**src/hw/rtl/hftsf_pkg.sv**
```systemverilog
// ----------------------------------------------------------------------------
// Horizontal four-tap subpixel filter package
// Shared widths, register indexes and the cell control group.
// ----------------------------------------------------------------------------
`default_nettype none

package hftsf_pkg;

   localparam int PixelWidth  = 8;
   localparam int TapWidth    = 16;
   localparam int HalfWidth   = TapWidth - 1;
   localparam int ProdWidth   = PixelWidth + 1 + HalfWidth;
   localparam int SumWidth    = ProdWidth + 3;
   localparam int NumTaps     = 4;
   localparam int FillWidth   = 2;
   localparam int CsrIdxWidth = 3;
   localparam int RoundBias   = 32;
   localparam int RoundShift  = 6;

   localparam logic [FillWidth-1:0] FillFull = FillWidth'(NumTaps - 1);
   localparam logic signed [SumWidth-1:0] SatLimit =
      SumWidth'(256 << RoundShift);

   typedef enum logic [CsrIdxWidth-1:0] {
      CSR_TAP_LEFT      = 3'd0,
      CSR_TAP_CENTER    = 3'd1,
      CSR_TAP_RIGHT     = 3'd2,
      CSR_TAP_FAR_RIGHT = 3'd3
   } csr_index_type;

   localparam logic [TapWidth-1:0] TapLeftReset     = 16'sd0;
   localparam logic [TapWidth-1:0] TapCenterReset   = 16'sd128;
   localparam logic [TapWidth-1:0] TapRightReset    = 16'sd0;
   localparam logic [TapWidth-1:0] TapFarRightReset = 16'sd0;

   typedef struct packed {
      logic shift;
      logic advance;
   } cell_ctrl_type;

endpackage

`default_nettype wire

```
**src/hw/rtl/hftsf_cell.sv**
```systemverilog
// ----------------------------------------------------------------------------
// Filter cell
// Holds one window pixel, hands it to the older neighbor on each request,
// and forms the registered product of that pixel with its halved tap.
// ----------------------------------------------------------------------------
`default_nettype none

module hftsf_cell (
   input  wire logic                                    clock,
   input  wire hftsf_pkg::cell_ctrl_type                ctrl,
   input  wire logic [hftsf_pkg::PixelWidth-1:0]        pix_in,
   input  wire logic signed [hftsf_pkg::TapWidth-1:0]   tap,
   output logic [hftsf_pkg::PixelWidth-1:0]             pix_out,
   output logic signed [hftsf_pkg::ProdWidth-1:0]       prod_out
);
   import hftsf_pkg::*;

   logic [PixelWidth-1:0]        pix_ff;
   logic [PixelWidth-1:0]        pix_in_w;
   logic signed [ProdWidth-1:0]  prod_ff;
   logic signed [ProdWidth-1:0]  prod_in;
   logic signed [HalfWidth-1:0]  tap_half;

   always_comb begin
      tap_half = HalfWidth'(tap >>> 1);
      prod_in  = $signed({1'b0, pix_ff}) * tap_half;
      pix_in_w = ctrl.shift ? pix_in : pix_ff;
   end

   always_ff @(posedge clock) begin
      pix_ff <= pix_in_w;
      if (ctrl.advance) begin
         prod_ff <= prod_in;
      end
   end

   assign pix_out  = pix_ff;
   assign prod_out = prod_ff;

endmodule

`default_nettype wire

```
**src/hw/rtl/horizontal_four_tap_subpixel_filter.sv**
```systemverilog
// ----------------------------------------------------------------------------
// Horizontal four-tap subpixel filter
// A row of four cells holds the pixel window and the tap products; a final
// stage sums, rounds and clamps one output pixel per full window.
//
//   Channel  Direction  Payload
//   req      in         pixel, row_start
//   rsp      out        out_pixel
//   csr      in         index, data (four signed taps)
//
// One request is taken every cycle unless the stages hold; a result passes
// the cell shift, the product registers and the summing stage in turn after
// the request that completes its window; these form the three stages.
// Reset restores the default taps and empties the window.
// All stages hold while a result waits on rsp_ready.
// ----------------------------------------------------------------------------
`default_nettype none

module horizontal_four_tap_subpixel_filter (
   input  wire logic                                 clock,
   input  wire logic                                 reset,
   input  wire logic                                 req_valid,
   output logic                                      req_ready,
   input  wire logic [hftsf_pkg::PixelWidth-1:0]     req_pixel,
   input  wire logic                                 req_row_start,
   output logic                                      rsp_valid,
   input  wire logic                                 rsp_ready,
   output logic [hftsf_pkg::PixelWidth-1:0]          rsp_out_pixel,
   input  wire logic                                 csr_valid,
   output logic                                      csr_ready,
   input  wire logic [hftsf_pkg::CsrIdxWidth-1:0]    csr_index,
   input  wire logic [hftsf_pkg::TapWidth-1:0]       csr_data
);
   import hftsf_pkg::*;

   logic [TapWidth-1:0]          tap_ff [NumTaps];
   logic [FillWidth-1:0]         fill_ff;
   logic [FillWidth-1:0]         fill_in;
   logic [FillWidth-1:0]         fill_cur;
   logic                         win_vld_ff;
   logic                         win_vld_in;
   logic                         prod_vld_ff;
   logic                         rsp_valid_ff;
   logic [PixelWidth-1:0]        out_ff;
   logic [PixelWidth-1:0]        out_in;
   logic                         enable;
   logic                         accept;
   logic signed [SumWidth-1:0]   sum;
   cell_ctrl_type                ctrl;
   logic [PixelWidth-1:0]        pix_chain [NumTaps+1];
   logic signed [ProdWidth-1:0]  prod [NumTaps];

   assign enable    = !rsp_valid_ff || rsp_ready;
   assign req_ready = enable;
   assign accept    = req_valid && enable;
   assign csr_ready = 1'b1;

   always_ff @(posedge clock) begin
      if (reset) begin
         tap_ff[0] <= TapLeftReset;
         tap_ff[1] <= TapCenterReset;
         tap_ff[2] <= TapRightReset;
         tap_ff[3] <= TapFarRightReset;
      end else if (csr_valid) begin
         case (csr_index)
            CSR_TAP_LEFT: begin
               tap_ff[0] <= csr_data;
            end
            CSR_TAP_CENTER: begin
               tap_ff[1] <= csr_data;
            end
            CSR_TAP_RIGHT: begin
               tap_ff[2] <= csr_data;
            end
            CSR_TAP_FAR_RIGHT: begin
               tap_ff[3] <= csr_data;
            end
            default: begin
            end
         endcase
      end
   end

   always_comb begin
      fill_cur   = req_row_start ? '0 : fill_ff;
      win_vld_in = accept && (fill_cur == FillFull);
      fill_in    = fill_ff;
      if (accept) begin
         fill_in = (fill_cur == FillFull) ? FillFull : fill_cur + 1'b1;
      end
      ctrl.shift   = accept;
      ctrl.advance = enable;
   end

   assign pix_chain[NumTaps] = req_pixel;

   for (genvar i = 0; i < NumTaps; i++) begin : g_cell
      hftsf_cell u_cell (
         .clock    (clock),
         .ctrl     (ctrl),
         .pix_in   (pix_chain[i+1]),
         .tap      (tap_ff[i]),
         .pix_out  (pix_chain[i]),
         .prod_out (prod[i])
      );
   end

   always_comb begin
      sum = SumWidth'(prod[0]) + SumWidth'(prod[1]) + SumWidth'(prod[2])
          + SumWidth'(prod[3]) + SumWidth'(RoundBias);
      if (sum < 0) begin
         out_in = '0;
      end else if (sum >= SatLimit) begin
         out_in = '1;
      end else begin
         out_in = sum[RoundShift +: PixelWidth];
      end
   end

   always_ff @(posedge clock) begin
      if (reset) begin
         fill_ff      <= '0;
         win_vld_ff   <= 1'b0;
         prod_vld_ff  <= 1'b0;
         rsp_valid_ff <= 1'b0;
      end else begin
         fill_ff <= fill_in;
         if (enable) begin
            win_vld_ff   <= win_vld_in;
            prod_vld_ff  <= win_vld_ff;
            rsp_valid_ff <= prod_vld_ff;
         end
      end
   end

   always_ff @(posedge clock) begin
      if (enable) begin
         out_ff <= out_in;
      end
   end

   assign rsp_valid     = rsp_valid_ff;
   assign rsp_out_pixel = out_ff;

   a_row_start_no_window: assert property (@(posedge clock) disable iff (reset)
      accept && req_row_start |=> !win_vld_ff)
      else $error("row start produced a full window");

   a_window_needs_fill: assert property (@(posedge clock) disable iff (reset)
      win_vld_ff |-> fill_ff == FillFull)
      else $error("window marked valid without a full fill count");

   a_stall_freezes: assert property (@(posedge clock) disable iff (reset)
      !enable |=> prod_vld_ff == $past(prod_vld_ff) && win_vld_ff == $past(win_vld_ff))
      else $error("pipeline moved during a stall");

   a_no_take_on_stall: assert property (@(posedge clock) disable iff (reset)
      !enable |=> fill_ff == $past(fill_ff))
      else $error("fill count changed during a stall");

endmodule

`default_nettype wire

```
**config.mk**
```make
export PLATFORM = sky130hd
export DESIGN_NAME = horizontal_four_tap_subpixel_filter
export DESIGN_NICKNAME = d
export VERILOG_FILES = /design/src/hw/rtl/hftsf_pkg.sv /design/src/hw/rtl/hftsf_cell.sv /design/src/hw/rtl/horizontal_four_tap_subpixel_filter.sv
export SDC_FILE = /design/constraint.sdc
export NUM_CORES = 2
export LEC_CHECK = 0
export BUFFER_PORTS_ARGS = -buffer_cell sky130_fd_sc_hd__buf_4
export CELL_PAD_IN_SITES_DETAIL_PLACEMENT = 1
export CELL_PAD_IN_SITES_GLOBAL_PLACEMENT = 1
export CORE_ASPECT_RATIO = 1.1
export CORE_MARGIN = 5
export CORE_UTILIZATION = 45
export CTS_CLUSTER_SIZE = 14
export DETAILED_ROUTE_END_ITERATION = 12
export PLACE_DENSITY_LB_ADDON = 0.12
export SLEW_MARGIN = 25
export SYNTH_ARGS = -nofsm -noshare
export SYNTH_HDL_FRONTEND = slang
export SYNTH_SLANG_ARGS = --single-unit
```
**constraint.sdc**
```tcl
create_clock -name clock -period 6.15 [get_ports clock]
set_clock_uncertainty 0.1 [all_clocks]
set_input_delay 0 -clock clock [delete_from_list [all_inputs] [get_ports clock]]
set_output_delay 0 -clock clock [all_outputs]
set_load 0.1 [all_outputs]
```
Word level (Yosys, flattened, before mapping):

Memory sizes are Yosys's and may differ from the RTL's.
Cells that the tools add are included.
Widths: inputs -> output; s select.

* add/subtract/negate cells: 5
* $mul: 4
* magnitude comparators: 2
* equality and inequality tests: 4
* multiplexer cells: 25
* bitwise operators: 4
* reduce and logical (&&, ||, !) cells: 5

Operator list (number)
* $mul 9x15->24: 4
* $mux 16: 4
* $add 26x24->27: 1
* $add 27x7->27 const B: 1
* $ge 27x16->1 const B: 1
* $lt 27x1->1 const B: 1
* $add 25x24->26: 1
* $add 24x24->25: 1
* $mux 1: 18
* $mux 8: 1
* $eq 3x2->1 const B: 2
* $mux 2: 2
* $or 1x1->1: 4
* $eq 3x1->1 const B: 1
* $logic_not 3->1: 1
* $add 2x1->2 const B: 1
* $eq 2x2->1 const B: 1
* $logic_and 1x1->1: 2
* $logic_not 1->1: 1
* $logic_or 1x1->1: 1

* register bits after elaboration: 141
* bits in writable memories: 64
* input port bits: 33
* logic and storage cells: 63
* memories: 1

Memory list
* tap_ff: depth 4, bits a word 16, read ports 4, clocked after Yosys merged registers in 0, wr ports 4, RTL line horizontal_four_tap_subpixel_filter.sv:36 `logic [TapWidth-1:0] tap_ff [NumTaps];`

Longest topological paths before layout:

* depth in word-level cells: 6
* depth in mapped cells: 22
* gate-level depth less buffers: 21

Modules after synthesis:

From an unflattened synthesis, not the netlist that was laid out.

* cell total of the unflattened synthesis: 2808
* area total of the unflattened synthesis: 27522.6 µm²

Modules (own cells, without submodules)
* horizontal_four_tap_subpixel_filter: instances 1, cells each 525, area each 5880.6 µm²
* hftsf_cell at g_cell[2].u_cell: instances 1, cells each 576, area each 5469.0 µm²
* hftsf_cell at g_cell[0].u_cell: instances 1, cells each 573, area each 5416.4 µm²
* hftsf_cell at g_cell[1].u_cell: instances 1, cells each 567, area each 5403.9 µm²
* hftsf_cell at g_cell[3].u_cell: instances 1, cells each 567, area each 5352.6 µm²

Worst setup path after synthesis:

No wires, ideal clock.

* path kind: reg2reg
* start: register rsp_valid_ff, in the netlist rsp_valid
* end: register fill_ff[1]
* setup time: 93 ps
* data arrival time: 6324 ps
* slack: -366 ps
* stages on the path, launching flop included: 7
* clock period less this slack: 6516 ps
* cells stage by stage: dfxtp_1 nand2b_1 clkbuf_1 and2_0 clkbuf_1 a21oi_1 a211oi_1

* word-level cells in the longest chain between the ends: 3

RTL lines
* start: declaration: RTL line horizontal_four_tap_subpixel_filter.sv:43 `logic rsp_valid_ff;`
* start signal: assignment: RTL line horizontal_four_tap_subpixel_filter.sv:131 `rsp_valid_ff <= prod_vld_ff;`
* $logic_not 1->1: RTL line horizontal_four_tap_subpixel_filter.sv:53 `assign enable = !rsp_valid_ff || rsp_ready;`
* $logic_or 1x1->1: RTL line horizontal_four_tap_subpixel_filter.sv:53
* named net req_ready: RTL line horizontal_four_tap_subpixel_filter.sv:23 `output logic req_ready,`
* $logic_and 1x1->1: RTL line horizontal_four_tap_subpixel_filter.sv:55 `assign accept = req_valid && enable;`
* named net accept: RTL line horizontal_four_tap_subpixel_filter.sv:47 `logic accept;`
* end signal: assignment: RTL line horizontal_four_tap_subpixel_filter.sv:127 `fill_ff <= fill_in;`
* end: declaration: RTL line horizontal_four_tap_subpixel_filter.sv:37 `logic [FillWidth-1:0] fill_ff;`

The timed path passes the listed nets, and every way through them passes these cells.
A chain may end at the register's enable or synchronous reset.

Final worst setup path:

* start: register g_cell[2].u_cell.pix_ff[0]
* end: register g_cell[2].u_cell.prod_ff[23] (data pin)

* word-level cells in the longest chain between the ends: 1

RTL lines
* start: declaration: RTL line hftsf_cell.sv:18 `logic [PixelWidth-1:0] pix_ff;`
* start signal: assignment: RTL line hftsf_cell.sv:31 `pix_ff <= pix_in_w;`
* $mul 9x15->24: RTL line hftsf_cell.sv:26 `prod_in = $signed({1'b0, pix_ff}) * tap_half;`
* named net g_cell[2].u_cell.prod_in[23]: RTL line hftsf_cell.sv:21 `logic signed [ProdWidth-1:0] prod_in;`
* end signal: assignment: RTL line hftsf_cell.sv:33 `prod_ff <= prod_in;`
* end: declaration: RTL line hftsf_cell.sv:20 `logic signed [ProdWidth-1:0] prod_ff;`

The timed path passes the listed nets, and every way through them passes these cells.

==> reports/qor.yml <==
outcome: "finished, final reports clean"
synth_xor_area_share_pct: 2.94
synth.area.mux_share_pct: 0.113
worstPathArrival_ns: 6.01
area_delta_synth_final_pct: 8.77
clk_pin_slew_ns: 0.06
synth_nets: 3330
num-fill-cells: 6514
antenna_left: 0
synth_compound_area_share_pct: 5.87
root_buffer: "clkbuf_16"
cap_viol_max_count: 0
synth_top_cell_area_share_pct: 32.6
die_x_um: 242
ys_seq_area_share_pct: 22.5
dpl.hpwl_um: 59400
syn_area_per_cell_um2: 10.1
grt_pass1_vias: 20200
syn_area_um2: 26600
hold_viol_final: 0
synth_top_cell_by_area: "fa_1"
cts_buffers: 25
fin_nets: 3399
yosysUniqueCellTypes: 66
portBuffers: 41
cp_slowest_cell: "edfxtp_1"
multi_input_area_um2: 18100
min_to: "rsp_valid"
grt_setup_unrepaired: "no"
min_from: "rsp_ready"
maxSlewHeadroom_pct: 35.1
antenna_found_initial: 2
worstPathCellList: "nand2_1, fa_1, fa_1, inv_1, ha_1, inv_1, fa_1, inv_1, ha_1, a211oi_1, nor2_1, o41a_1, o41a_1, nand4_1, a41o_1, a21oi_1, a2111oi_4, a21oi_1, xnor2_1"
holdPathStages: 3
synth_commonest_cells: "616 x inv_1, 433 x fa_1, 370 x and2_1"
drive_gt1_share_pct: 4.50
wl_per_cell_um: 20.5
synthCells: 2622
cts.sinks: 201
first_pass_iters: 5
dieArea_um2: 64000
fin_setup_tns_ns: 0
path_max_fanout: 16
clk_path_buf_depth: 3
insertion_delay_ns: 0.54
timing.rr.start: "g_cell[2].u_cell.pix_out[0]"
drc: 0
postCtsHoldBufs: 31
synth_edf_count: 196
grt-ovfl-total: 0
max_stage_delay_ns: 0.73
crit_path_start_kind: "register"
yosysMostFrequentCell: "inv_1"
grt_pass1_wl_um: 113000
post_cts_buffers: 0
final_core_util_pct: 49.3
gp_congestion: 0.870
synthSimpleGateAreaFrac_pct: 15.1
cts_resized: 0
rr_worst_depth: 19
die_y_um: 265
drt_iter0_markers: 823
synth-main-ff-cell: "edfxtp_1"
slew_viol_final: 0
hp-class: "in2reg"
core_area_um2: 58500
regArea_um2: 5990
yosysWarnings: 0
post-route-period-util_pct: 94.7
cp.required_ns: 6.34
finalSetupViolCount: 0
vias: 17800
synth_fa_ha_area_share_pct: 44.0
ys_ff_latch: 201
synth_top_family_by_area: "adder cells"
grt_max_degree: 83
fmax_mhz: 172
period_minus_slack_ns: 5.82
worst-slew-pin-transition_ns: 0.974
pin_count: 44
wl_um: 71300
path_class: "reg2reg"
grtUsageTotal_pct: 22.4
r2r_slack_ns: 0.33
start_util_pct: 45.4
fp-row-count: 93
vias_per_cell: 5.12
h-tree-depth: 1
ys_top_cells_by_area: "fa_1 33%, edfxtp_1 22%, ha_1 11%"
r2r_end: "g_cell[2].u_cell.prod_out[23]"
async_flop_share_pct: 0
cts_tree: "built"
critPathCaptureType: "register"
[critical path, delay by kind of cell (launching register included)]
| kind | cells | cell delay [ns] |
|---|---|---|
| adders and majority gates | 5 | 2.14 |
| AOI/OAI and AO/OA | 7 | 1.86 |
| DFF | 1 | 0.73 |
| and+or+nand+nor | 3 | 0.44 |
| buffers and inverters | 3 | 0.15 |
| xor gates and xnor gates | 1 | 0.15 |
[flip-flops by register name (all words and copies together), names as in the netlist]
| signal | count |
|---|---|
| win_vld_ff | 1 |
| g_cell.u_cell.pix_out | 32 |
| g_cell.u_cell.prod_out | 96 |
| prod_vld_ff | 1 |
| rsp_out_pixel | 8 |
| tap_ff | 60 |
| rsp_valid | 1 |
| fill_ff | 2 |
[metal layers]
| metal | track usage, % | vias up | part of all wire [%] | wire length (um) |
|---|---|---|---|---|
| li1 | - | 8251 | - | - |
| met1 | 31.3 | 9158 | 46 | 33000 |
| met2 | 37.7 | 262 | 47 | 33700 |
| met3 | 2.81 | 87 | 3.6 | 2540 |
| met4 | 5.60 | 0 | 2.9 | 2050 |
| met5 | 0 | - | 0 | 0 |
[worst max path at each step]
stage                                 from                             to
2_1_floorplan  g_cell[2].u_cell.pix_out[0]  g_cell[2].u_cell.prod_out[23]
3_3_place_gp   g_cell[2].u_cell.pix_out[0]  g_cell[2].u_cell.prod_out[23]
3_5_place_dp   g_cell[2].u_cell.pix_out[0]  g_cell[2].u_cell.prod_out[23]
4_1_cts        g_cell[2].u_cell.pix_out[0]  g_cell[2].u_cell.prod_out[23]
5_1_grt        g_cell[2].u_cell.pix_out[0]  g_cell[2].u_cell.prod_out[23]
6_report       g_cell[2].u_cell.pix_out[0]  g_cell[2].u_cell.prod_out[23]
[cell type report]
class / count / area share (%)
clock buffer: 27 / 2.19
clock inverter: 18 / 0.537
tap: 760 / 3.29
timing repair buffer: 88 / 2.57
antenna: 1 / 0.00866
sequential: 201 / 20.7
multi-input combinational: 1757 / 62.6
inverter: 618 / 8.03
[cells by family (layout without fill, tap and decap cells)]
| kind of cell | after synthesis | after routing |
|---|---|---|
| AOI/OAI and AO/OA | 236 | 236 |
| muxes | 3 | 3 |
| and+or+nand+nor | 753 | 753 |
| DFF | 201 | 201 |
| xor gates and xnor gates | 89 | 89 |
| buffers and inverters | 664 | 751 |
| other | 1 | 2 |
| adders and majority gates | 675 | 675 |
[placed cells by master, fill, tap and decap left out, types with 22 or more instances in the layout]
master	instances
a21o_1	22
a21oi_1	65
and2_1	370
buf_4	56
clkbuf_16	25
dlygate4sd3_1	31
edfxtp_1	196
fa_1	433
ha_1	242
inv_1	616
nand2_1	204
nand3_1	23
nor2_1	67
nor3_1	25
o21ai_0	48
xnor2_1	72
[stage by stage]
stage	setup slack (ns)	std cells	instance area (um2)	hold slack (ns)
6_report	0.325	3470	28900	0.0290
4_1_cts	0.308	3469	28900	0.00877
3_5_place_dp	0.305	3393	27800	0.0797
5_1_grt	0.00115	3469	28900	0.0670
2_1_floorplan	0.918	2622	26600	-0.00339
3_3_place_gp	0.451	3393	27800	0.0793
Power is not shown: default switching activity piles up to over one toggle a cycle in this logic, so the estimate is an artifact.
